===== config.mk =====
export PLATFORM = sky130hd
export DESIGN_NAME = minmax_bucket_decimator
export DESIGN_NICKNAME = d
export VERILOG_FILES = /design/src/design/mmbd_pkg.sv /design/src/design/mmbd_fifo.sv /design/src/design/mmbd_front.sv /design/src/design/mmbd_back.sv /design/src/design/minmax_bucket_decimator.sv
export SDC_FILE = /design/constraint.sdc
export NUM_CORES = 2
export LEC_CHECK = 0
export BUFFER_PORTS_ARGS = -buffer_cell sky130_fd_sc_hd__buf_2
export CAP_MARGIN = 40
export CORE_MARGIN = 4
export CORE_UTILIZATION = 65
export DETAILED_ROUTE_END_ITERATION = 10
export PLACE_DENSITY = 0.83
export SKIP_CTS_REPAIR_TIMING = 1
export SLEW_MARGIN = 20
export SYNTH_ARGS = -nofsm -noshare
export SYNTH_HDL_FRONTEND = slang
export SYNTH_SLANG_ARGS = --single-unit

===== constraint.sdc =====
create_clock -name clk_i -period 11.19 [get_ports clk_i]
set_input_delay 0 -clock clk_i [delete_from_list [all_inputs] [get_ports clk_i]]
set_output_delay 0 -clock clk_i [all_outputs]
set_load 0.005 [all_outputs]

===== src/design/mmbd_pkg.sv =====
`timescale 1ns / 1ps
// Shared constants, register indexes and the queue item type of the
// min/max bucket decimator. No dependencies.
package mmbd_pkg;

  localparam int unsigned MAX_PIXELS  = 4096;
  localparam int unsigned VALUE_BITS  = 32;
  localparam int unsigned TIME_BITS   = 32;
  localparam int unsigned WIDTH_BITS  = 13;
  localparam int unsigned COUNT_BITS  = 32;
  localparam int unsigned BUCKET_BITS = (MAX_PIXELS > 1) ? $clog2(MAX_PIXELS) : 1;
  // One extra quotient bit tells a column index at or past the pixel width.
  localparam int unsigned QUOT_BITS   = BUCKET_BITS + 1;
  localparam int unsigned DIV_CNT_BITS = $clog2(QUOT_BITS);
  localparam int unsigned PROD_BITS   = TIME_BITS + WIDTH_BITS;
  localparam int unsigned LIM_BITS    = TIME_BITS + QUOT_BITS;
  localparam int unsigned NUM_BITS    = (PROD_BITS > LIM_BITS) ? PROD_BITS : LIM_BITS;

  localparam int unsigned CFG_ADDR_BITS = 4;
  localparam logic [CFG_ADDR_BITS-1:0] CFG_WINDOW_START = CFG_ADDR_BITS'(0);
  localparam logic [CFG_ADDR_BITS-1:0] CFG_WINDOW_SPAN  = CFG_ADDR_BITS'(1);
  localparam logic [CFG_ADDR_BITS-1:0] CFG_PIXEL_WIDTH  = CFG_ADDR_BITS'(2);
  localparam logic [CFG_ADDR_BITS-1:0] CFG_SAMPLE_COUNT = CFG_ADDR_BITS'(3);

  localparam int unsigned FIFO_DEPTH    = 2;
  localparam int unsigned FIFO_PTR_BITS = (FIFO_DEPTH > 1) ? $clog2(FIFO_DEPTH) : 1;
  localparam int unsigned FIFO_CNT_BITS = $clog2(FIFO_DEPTH + 1);

  // One classified sample as it travels from the front end to the back end.
  typedef struct packed {
    logic [TIME_BITS-1:0]         stamp;
    logic signed [VALUE_BITS-1:0] value;
    logic                         last;
    logic                         pass;
    logic [BUCKET_BITS-1:0]       bucket;
  } item_t;

endpackage


===== src/design/mmbd_fifo.sv =====
`timescale 1ns / 1ps
// Short request queue between the classifying front end and the back end.
// Depends on mmbd_pkg.
module mmbd_fifo (
  input  logic           clk_i,
  input  logic           rst_ni,
  input  logic           push_i,
  input  mmbd_pkg::item_t item_i,
  output logic           full_o,
  input  logic           pop_i,
  output mmbd_pkg::item_t item_o,
  output logic           empty_o
);
  import mmbd_pkg::*;

  item_t                    mem [FIFO_DEPTH];
  logic [FIFO_PTR_BITS-1:0] wr_ptr_q, wr_ptr_d;
  logic [FIFO_PTR_BITS-1:0] rd_ptr_q, rd_ptr_d;
  logic [FIFO_CNT_BITS-1:0] count_q, count_d;

  localparam logic [FIFO_PTR_BITS-1:0] PTR_LAST = FIFO_PTR_BITS'(FIFO_DEPTH - 1);

  assign full_o  = (count_q == FIFO_CNT_BITS'(FIFO_DEPTH));
  assign empty_o = (count_q == '0);
  assign item_o  = mem[rd_ptr_q];

  always_comb begin
    wr_ptr_d = wr_ptr_q;
    rd_ptr_d = rd_ptr_q;
    count_d  = count_q;
    if (push_i) begin
      wr_ptr_d = (wr_ptr_q == PTR_LAST) ? '0 : wr_ptr_q + FIFO_PTR_BITS'(1);
    end
    if (pop_i) begin
      rd_ptr_d = (rd_ptr_q == PTR_LAST) ? '0 : rd_ptr_q + FIFO_PTR_BITS'(1);
    end
    if (push_i && !pop_i) begin
      count_d = count_q + FIFO_CNT_BITS'(1);
    end else if (pop_i && !push_i) begin
      count_d = count_q - FIFO_CNT_BITS'(1);
    end
  end

  always_ff @(posedge clk_i or negedge rst_ni) begin
    if (!rst_ni) begin
      wr_ptr_q <= '0;
      rd_ptr_q <= '0;
      count_q  <= '0;
    end else begin
      wr_ptr_q <= wr_ptr_d;
      rd_ptr_q <= rd_ptr_d;
      count_q  <= count_d;
    end
  end

  always_ff @(posedge clk_i) begin
    if (push_i) begin
      mem[wr_ptr_q] <= item_i;
    end
  end

  a_no_push_when_full: assert property (@(posedge clk_i) disable iff (!rst_ni)
    push_i |-> !full_o) else $error("queue pushed while full");
  a_no_pop_when_empty: assert property (@(posedge clk_i) disable iff (!rst_ni)
    pop_i |-> !empty_o) else $error("queue popped while empty");
  a_count_bound: assert property (@(posedge clk_i) disable iff (!rst_ni)
    count_q <= FIFO_CNT_BITS'(FIFO_DEPTH)) else $error("queue count overflow");

endmodule


===== src/design/mmbd_front.sv =====
`timescale 1ns / 1ps
// Front end: configuration registers, sample intake, passthrough test and
// column index by a multiply and a bit-serial divider. Depends on mmbd_pkg.
module mmbd_front (
  input  logic                                clk_i,
  input  logic                                rst_ni,
  input  logic                                cfg_valid_i,
  output logic                                cfg_ready_o,
  input  logic [mmbd_pkg::CFG_ADDR_BITS-1:0]  cfg_index_i,
  input  logic [31:0]                         cfg_data_i,
  input  logic                                in_valid_i,
  output logic                                in_stall_o,
  input  logic [mmbd_pkg::TIME_BITS-1:0]      sample_time_i,
  input  logic signed [mmbd_pkg::VALUE_BITS-1:0] sample_value_i,
  input  logic                                last_sample_i,
  output logic                                push_o,
  output mmbd_pkg::item_t                     push_item_o,
  input  logic                                full_i
);
  import mmbd_pkg::*;

  typedef enum logic [2:0] {F_IDLE, F_MUL, F_CHK, F_DIV, F_PUSH} state_e;

  state_e state_q, state_d;
  logic [DIV_CNT_BITS-1:0] div_cnt_q, div_cnt_d;

  logic [TIME_BITS-1:0]  window_start_q;
  logic [TIME_BITS-1:0]  window_span_q;
  logic [WIDTH_BITS-1:0] pixel_width_q;
  logic [COUNT_BITS-1:0] sample_count_q;

  logic [TIME_BITS-1:0]         stamp_q;
  logic signed [VALUE_BITS-1:0] value_q;
  logic                         last_q;
  logic                         pass_q;
  logic [BUCKET_BITS-1:0]       bucket_q;
  logic [TIME_BITS-1:0]         diff_q;
  logic [NUM_BITS-1:0]          prod_q;
  logic [TIME_BITS-1:0]         rem_q;
  logic [QUOT_BITS-1:0]         lo_q;
  logic [QUOT_BITS-1:0]         quo_q;

  logic [WIDTH_BITS-1:0]   w_eff, w_m1;
  logic [WIDTH_BITS+1:0]   w_x3;
  logic [TIME_BITS-1:0]    span_eff;
  logic                    pass, below, accept, sat;
  logic [NUM_BITS-1:0]     lim;
  logic [TIME_BITS:0]      rem_ext, span_ext;
  logic                    div_ge;
  logic [TIME_BITS-1:0]    rem_next;
  logic [QUOT_BITS-1:0]    quo_next;
  logic [BUCKET_BITS-1:0]  bucket_div;

  assign cfg_ready_o = 1'b1;
  assign in_stall_o  = (state_q != F_IDLE);
  assign accept      = in_valid_i && (state_q == F_IDLE);
  assign push_o      = (state_q == F_PUSH) && !full_i;
  assign push_item_o = '{stamp: stamp_q, value: value_q, last: last_q,
                         pass: pass_q, bucket: bucket_q};

  always_comb begin
    w_eff    = (32'(pixel_width_q) > 32'(MAX_PIXELS)) ? WIDTH_BITS'(MAX_PIXELS)
                                                       : pixel_width_q;
    w_m1     = w_eff - WIDTH_BITS'(1);
    w_x3     = ({2'b00, w_eff} << 1) + {2'b00, w_eff};
    span_eff = (window_span_q == '0) ? TIME_BITS'(1) : window_span_q;
    pass     = (w_eff == '0) || (sample_count_q <= COUNT_BITS'(w_x3));
    below    = sample_time_i < window_start_q;
    // A quotient at or above 2^QUOT_BITS is past every column.
    lim      = NUM_BITS'({span_eff, {QUOT_BITS{1'b0}}});
    sat      = prod_q >= lim;
    rem_ext  = {rem_q, lo_q[QUOT_BITS-1]};
    span_ext = {1'b0, span_eff};
    div_ge   = rem_ext >= span_ext;
    rem_next = div_ge ? TIME_BITS'(rem_ext - span_ext) : rem_ext[TIME_BITS-1:0];
    quo_next = {quo_q[QUOT_BITS-2:0], div_ge};
    bucket_div = (32'(quo_next) > 32'(w_m1)) ? BUCKET_BITS'(w_m1)
                                             : BUCKET_BITS'(quo_next);
  end

  always_comb begin
    state_d   = state_q;
    div_cnt_d = div_cnt_q;
    unique case (state_q)
      F_IDLE: begin
        if (in_valid_i) begin
          state_d = (pass || below) ? F_PUSH : F_MUL;
        end
      end
      F_MUL: state_d = F_CHK;
      F_CHK: begin
        if (sat) begin
          state_d = F_PUSH;
        end else begin
          state_d   = F_DIV;
          div_cnt_d = DIV_CNT_BITS'(QUOT_BITS - 1);
        end
      end
      F_DIV: begin
        if (div_cnt_q == '0) begin
          state_d = F_PUSH;
        end else begin
          div_cnt_d = div_cnt_q - DIV_CNT_BITS'(1);
        end
      end
      F_PUSH: begin
        if (!full_i) begin
          state_d = F_IDLE;
        end
      end
      default: state_d = F_IDLE;
    endcase
  end

  always_ff @(posedge clk_i or negedge rst_ni) begin
    if (!rst_ni) begin
      state_q        <= F_IDLE;
      div_cnt_q      <= '0;
      window_start_q <= '0;
      window_span_q  <= TIME_BITS'(1);
      pixel_width_q  <= '0;
      sample_count_q <= '0;
    end else begin
      state_q   <= state_d;
      div_cnt_q <= div_cnt_d;
      if (cfg_valid_i) begin
        unique case (cfg_index_i)
          CFG_WINDOW_START: window_start_q <= cfg_data_i[TIME_BITS-1:0];
          CFG_WINDOW_SPAN:  window_span_q  <= cfg_data_i[TIME_BITS-1:0];
          CFG_PIXEL_WIDTH:  pixel_width_q  <= cfg_data_i[WIDTH_BITS-1:0];
          CFG_SAMPLE_COUNT: sample_count_q <= cfg_data_i[COUNT_BITS-1:0];
          default: ;
        endcase
      end
    end
  end

  always_ff @(posedge clk_i) begin
    unique case (state_q)
      F_IDLE: begin
        if (accept) begin
          stamp_q  <= sample_time_i;
          value_q  <= sample_value_i;
          last_q   <= last_sample_i;
          pass_q   <= pass;
          bucket_q <= '0;
          diff_q   <= sample_time_i - window_start_q;
        end
      end
      F_MUL: prod_q <= NUM_BITS'(PROD_BITS'(diff_q) * PROD_BITS'(w_eff));
      F_CHK: begin
        rem_q <= TIME_BITS'(prod_q >> QUOT_BITS);
        lo_q  <= prod_q[QUOT_BITS-1:0];
        quo_q <= '0;
        if (sat) begin
          bucket_q <= BUCKET_BITS'(w_m1);
        end
      end
      F_DIV: begin
        rem_q <= rem_next;
        lo_q  <= lo_q << 1;
        quo_q <= quo_next;
        if (div_cnt_q == '0) begin
          bucket_q <= bucket_div;
        end
      end
      default: ;
    endcase
  end

endmodule


===== src/design/mmbd_back.sv =====
`timescale 1ns / 1ps
// Back end: per-column min/max tracking, flush sequencing and the output
// register. Depends on mmbd_pkg.
module mmbd_back (
  input  logic                                   clk_i,
  input  logic                                   rst_ni,
  input  logic                                   empty_i,
  input  mmbd_pkg::item_t                        item_i,
  output logic                                   pop_o,
  output logic                                   out_valid_o,
  input  logic                                   out_stall_i,
  output logic [mmbd_pkg::TIME_BITS-1:0]         point_time_o,
  output logic signed [mmbd_pkg::VALUE_BITS-1:0] point_value_o,
  output logic                                   last_point_o
);
  import mmbd_pkg::*;

  typedef enum logic [2:0] {B_IDLE, B_DEC, B_APPLY, B_F1, B_F2} state_e;

  state_e state_q, state_d;
  logic   open_q, open_d;
  logic   final_q, final_d;
  logic   out_valid_q, out_valid_d;

  item_t                        it_q;
  logic [BUCKET_BITS-1:0]       cur_q;
  logic signed [VALUE_BITS-1:0] min_val_q, max_val_q;
  logic [TIME_BITS-1:0]         min_time_q, max_time_q;
  logic [TIME_BITS-1:0]         point_time_q;
  logic signed [VALUE_BITS-1:0] point_value_q;
  logic                         last_point_q;

  logic                         out_free, out_load, out_last;
  logic [TIME_BITS-1:0]         out_time;
  logic signed [VALUE_BITS-1:0] out_value;
  logic                         new_col, upd_col;
  logic                         two, min_first;

  assign out_free      = !out_valid_q || !out_stall_i;
  assign pop_o         = (state_q == B_IDLE) && !empty_i;
  assign two           = min_val_q != max_val_q;
  assign min_first     = min_time_q <= max_time_q;
  assign out_valid_o   = out_valid_q;
  assign point_time_o  = point_time_q;
  assign point_value_o = point_value_q;
  assign last_point_o  = last_point_q;

  always_comb begin
    state_d   = state_q;
    open_d    = open_q;
    final_d   = final_q;
    out_load  = 1'b0;
    out_time  = it_q.stamp;
    out_value = it_q.value;
    out_last  = it_q.last;
    new_col   = 1'b0;
    upd_col   = 1'b0;
    unique case (state_q)
      B_IDLE: begin
        if (!empty_i) begin
          state_d = B_DEC;
        end
      end
      B_DEC: begin
        if (it_q.pass) begin
          if (out_free) begin
            out_load = 1'b1;
            if (it_q.last) begin
              open_d = 1'b0;
            end
            state_d = B_IDLE;
          end
        end else if (open_q && (it_q.bucket != cur_q)) begin
          final_d = 1'b0;
          state_d = B_F1;
        end else begin
          state_d = B_APPLY;
        end
      end
      B_APPLY: begin
        if (!open_q || (it_q.bucket != cur_q)) begin
          new_col = 1'b1;
          open_d  = 1'b1;
        end else begin
          upd_col = 1'b1;
        end
        if (it_q.last) begin
          final_d = 1'b1;
          state_d = B_F1;
        end else begin
          state_d = B_IDLE;
        end
      end
      B_F1, B_F2: begin
        if (out_free) begin
          out_load = 1'b1;
          // Points leave in time order: the earlier of min and max first.
          if ((state_q == B_F1) == min_first) begin
            out_time  = min_time_q;
            out_value = min_val_q;
          end else begin
            out_time  = max_time_q;
            out_value = max_val_q;
          end
          out_last = (state_q == B_F1 && two) ? 1'b0 : final_q;
          if (state_q == B_F1 && two) begin
            state_d = B_F2;
          end else if (final_q) begin
            open_d  = 1'b0;
            state_d = B_IDLE;
          end else begin
            state_d = B_APPLY;
          end
        end
      end
      default: state_d = B_IDLE;
    endcase
    if (out_load) begin
      out_valid_d = 1'b1;
    end else if (!out_stall_i) begin
      out_valid_d = 1'b0;
    end else begin
      out_valid_d = out_valid_q;
    end
  end

  always_ff @(posedge clk_i or negedge rst_ni) begin
    if (!rst_ni) begin
      state_q     <= B_IDLE;
      open_q      <= 1'b0;
      final_q     <= 1'b0;
      out_valid_q <= 1'b0;
    end else begin
      state_q     <= state_d;
      open_q      <= open_d;
      final_q     <= final_d;
      out_valid_q <= out_valid_d;
    end
  end

  always_ff @(posedge clk_i) begin
    if (pop_o) begin
      it_q <= item_i;
    end
    if (new_col) begin
      cur_q      <= it_q.bucket;
      min_val_q  <= it_q.value;
      max_val_q  <= it_q.value;
      min_time_q <= it_q.stamp;
      max_time_q <= it_q.stamp;
    end
    if (upd_col) begin
      if ($signed(it_q.value) < min_val_q) begin
        min_val_q  <= it_q.value;
        min_time_q <= it_q.stamp;
      end
      if ($signed(it_q.value) > max_val_q) begin
        max_val_q  <= it_q.value;
        max_time_q <= it_q.stamp;
      end
    end
    if (out_load) begin
      point_time_q  <= out_time;
      point_value_q <= out_value;
      last_point_q  <= out_last;
    end
  end

  a_second_point_differs: assert property (@(posedge clk_i) disable iff (!rst_ni)
    (state_q == B_F2) |-> two) else $error("second flush point with equal min and max");
  a_flush_needs_column: assert property (@(posedge clk_i) disable iff (!rst_ni)
    (state_q == B_F1) |-> open_q) else $error("flush of a column that is not open");
  a_final_closes: assert property (@(posedge clk_i) disable iff (!rst_ni)
    (out_load && out_last && !(state_q == B_DEC)) |=> !open_q)
    else $error("column still open after the final point");

endmodule


===== src/design/minmax_bucket_decimator.sv =====
`timescale 1ns / 1ps
// Min/max peak-detect decimator, top level. Depends on mmbd_pkg, mmbd_front,
// mmbd_fifo and mmbd_back.
//
// Each timestamped sample is placed in a pixel column and, per column, the
// first-seen minimum and maximum are kept and sent out in time order when the
// column changes or the run ends; with passthrough selected every sample goes
// straight out. The front end takes no new sample until the last one is
// pushed. To bin a sample it goes through capture, one multiply, one range
// check, a 13-step bit-serial divider by the window span and the queue push;
// when the quotient would be 2^13 or more it skips the divider and takes
// the last column, and in passthrough or for samples before the window it
// goes from capture straight to the push. A full queue holds the front end
// in its push step. The back end works behind a two-entry request queue,
// and its output register lets it go on updating columns while a point
// waits to be taken. Configuration is written with cfg_valid_i; the port is
// always ready, and indexes past the sample count register are ignored.
module minmax_bucket_decimator (
  input  logic                                   clk_i,
  input  logic                                   rst_ni,
  input  logic                                   cfg_valid_i,
  output logic                                   cfg_ready_o,
  input  logic [mmbd_pkg::CFG_ADDR_BITS-1:0]     cfg_index_i,
  input  logic [31:0]                            cfg_data_i,
  input  logic                                   in_valid_i,
  output logic                                   in_stall_o,
  input  logic [mmbd_pkg::TIME_BITS-1:0]         sample_time_i,
  input  logic signed [mmbd_pkg::VALUE_BITS-1:0] sample_value_i,
  input  logic                                   last_sample_i,
  output logic                                   out_valid_o,
  input  logic                                   out_stall_i,
  output logic [mmbd_pkg::TIME_BITS-1:0]         point_time_o,
  output logic signed [mmbd_pkg::VALUE_BITS-1:0] point_value_o,
  output logic                                   last_point_o
);
  import mmbd_pkg::*;

  logic  push, full, pop, empty;
  item_t push_item, head_item;

  mmbd_front u_front (
    .clk_i         (clk_i),
    .rst_ni        (rst_ni),
    .cfg_valid_i   (cfg_valid_i),
    .cfg_ready_o   (cfg_ready_o),
    .cfg_index_i   (cfg_index_i),
    .cfg_data_i    (cfg_data_i),
    .in_valid_i    (in_valid_i),
    .in_stall_o    (in_stall_o),
    .sample_time_i (sample_time_i),
    .sample_value_i(sample_value_i),
    .last_sample_i (last_sample_i),
    .push_o        (push),
    .push_item_o   (push_item),
    .full_i        (full)
  );

  mmbd_fifo u_fifo (
    .clk_i  (clk_i),
    .rst_ni (rst_ni),
    .push_i (push),
    .item_i (push_item),
    .full_o (full),
    .pop_i  (pop),
    .item_o (head_item),
    .empty_o(empty)
  );

  mmbd_back u_back (
    .clk_i        (clk_i),
    .rst_ni       (rst_ni),
    .empty_i      (empty),
    .item_i       (head_item),
    .pop_o        (pop),
    .out_valid_o  (out_valid_o),
    .out_stall_i  (out_stall_i),
    .point_time_o (point_time_o),
    .point_value_o(point_value_o),
    .last_point_o (last_point_o)
  );

endmodule

==> reports/metrics.yaml <==
outcome: "finished clean"
die_h_microns: 285.5
syn_area_per_cell_sq_um: 11.21
worstPathCellList: "buf_8 -> nor2b_2 -> buf_4 -> nand2_1 -> fa_1 -> fa_1 -> inv_1 -> fa_1 -> fa_1 -> inv_1 -> fa_1 -> inv_1 -> ha_1 -> a21oi_1 -> nand2_1 -> a21o_1 -> a21oi_1 -> o211ai_1 -> o211a_1 -> o21ai_2 -> o31ai_1 -> o41a_1 -> xnor2_1"
syn_inst: 4467
final_nets: 5474
utilization_pct: 72.99
relSlewSlack_pct: 41.77
cap_violations: 0
routedWlPerCell_microns: 21.19
cts_root_buf: "clkbuf_16"
synth-edff-count: 523
largestRegisters: "u_fifo.mem: 156 flops, u_back.it_q: 78 flops, u_front.prod_q: 45 flops"
critPathCaptureType: "flop"
grt_max_degree: 80
dr_total_vias: 34342
arrival_ns: 7.57
numCtsBuffers: 81
setup-violations-final: 0
worstSetupStartpoint: "u_front.pixel_width_q[12]"
grt_use_total_pct: 29.32
syn_area_sq_mm: 0.05006
ant_nets: 0
num_rows: 101
netlist.area_leader.share_pct: 31.37
worstPathMaxFanout: 20
die_area_sq_mm: 0.08152
worstHoldPathType: "in2reg"
hold_start: "sample_value_i[13]"
place_congestion: 0.9452
synth.most_common_cell: "inv_1"
hold_violations: 0
synth_nets: 5246
ys_ff_latch: 777
drc: 0
dp.cells: 5537
die_x_microns: 285.5
start_kind: "flop"
h-tree-depth: 3
synthTopCellsByArea: "edfxtp_1, fa_1, ha_1"
fin_cells: 5797
critPathKind: "reg2reg"
finalCriticalPeriod_ns: 7.181
timing.rr.start: "u_front.pixel_width_q[12]"
grt-ovfl-total: 0
cts_tree: "built"
largest_reg_flops: 156
cp.required_ns: 11.57
setup_tns_ns: 0
maxSlewViolCount: 0
wirelength_mm: 122.8
cts.sinks: 777
yosysSeqAreaShare_pct: 42.79
synth_commonest_cells: "inv_1, nand2_1, edfxtp_1"
async_flop_share_pct: 16.22
grt_pass1_vias: 35006
fin_skew_ns: 0.04161
final.period_utilization_pct: 64.17
slowest_delay_ns: 0.69
initial_core_util_pct: 65.70
fmax_ghz: 0.1393
slowest_stage: "nor2b_2"
cp_common_cell: "fa_1"
viasPerCell: 5.924
area_delta_synth_final_pct: 11.10
firstDrtPassIters: 8
antenna_found_initial: 3
layout-drive-gt1-share_pct: 13.31
core_area_sq_mm: 0.07620
drt_iter0_markers: 3132
worstSkewPairLatency_ns: 0.65
ys.flop_type: "edfxtp_1"
worstMarginPinSlew_ns: 0.8696
portBuffers: 172
grt_pass1_wl_mm: 189.4
ios: 174
rsz0062_at_grt: "no"
cts_buffer_depth: 3
synth-warning-count: 0
top_register: "u_fifo.mem"
yosysTopAreaCell: "edfxtp_1"
path_clk_slew_ns: 0.07
synth.distinct_cells: 79
place_hpwl_mm: 84.32
through the flow:
step / instance area [sq um] / worst slack, ns / hold slack [ns]
after floorplan: 50060 / 4.882 / -0.2956
after detailed placement: 51930 / 3.743 / 0.1016
final: 55620 / 4.009 / 0.05387
after global placement: 51780 / 3.909 / 0.09636
after CTS: 54520 / 3.741 / -0.5707
after global routing: 55610 / 3.572 / 0.05190
kinds of logic (layout without fill, tap and decap cells):
group	after synthesis	in the layout	synth area share [%]
xor gates and xnor gates	161	161	2.832
muxes	354	354	8.173
buffers and inverters	803	1099	6.298
adders and majority gates	673	673	21.81
DFF	777	777	42.79
AOI/OAI and AO/OA	644	644	8.025
other	1	5	0.007491
and+or+nand+nor	1054	1054	10.06
critical path: cells and delay by family, from the launching register on:
kind | cells | cell delay (ns)
DFF | 1 | 0.45
xor gates and xnor gates | 1 | 0.13
adders and majority gates | 6 | 3.01
buffers and inverters | 5 | 0.77
and+or+nand+nor | 3 | 0.91
AOI/OAI and AO/OA | 8 | 1.68
routing by layer:
metal / up-vias / global-route usage (%) / routed length (microns)
li1: 15516 / - / -
met1: 16827 / 38.49 / 47300
met2: 1639 / 48.09 / 59270
met3: 360 / 6.454 / 11170
met4: 0 / 11.37 / 5109
met5: - / 0 / 0
cell usage in the layout, fill, tap and decap left out, drive strengths merged, types with 27 or more instances in the layout:
| cell | n |
|---|---|
| dfrtp | 125 |
| mux2i | 96 |
| xor2 | 41 |
| a21oi | 145 |
| nand2b | 30 |
| o21ai | 241 |
| buf | 217 |
| dfxtp | 128 |
| nor2b | 36 |
| a21o | 119 |
| mux2 | 258 |
| fa | 333 |
| dlygate4sd3 | 101 |
| nor2 | 85 |
| o21a | 27 |
| clkbuf | 109 |
| xnor2 | 120 |
| inv | 635 |
| ha | 340 |
| nand2 | 534 |
| clkinv | 31 |
| and2 | 171 |
| nand4 | 63 |
| edfxtp | 523 |
area by class of cell:
class,count,area [sq um]
Antenna cell,4,10.01
Clock buffer,109,2235
Clock inverter,42,351.6
Fill cell,4943,20580
Inverter,630,2369
Multi-Input combinational cell,2887,25580
Sequential cell,777,21430
Tap cell,1030,1289
Timing Repair Buffer,318,2364
final timing paths:
check,end,slack [ns],depth (start not counted)
setup / recovery,u_front.prod_q[44],4.01,23
hold / removal,u_front.value_q[13],0.05,2
setup reg to reg,u_front.prod_q[44],4.01,23
hold reg to reg,u_fifo.mem[1][4],0.43,0
max in group asynchronous,u_fifo.rd_ptr_q,9.35,5
min in group asynchronous,u_front.window_start_q[27],0.38,3
Power is left out: the tool's default activity adds up to more than one toggle a clock period on the data nets, which glitch-free logic cannot reach.
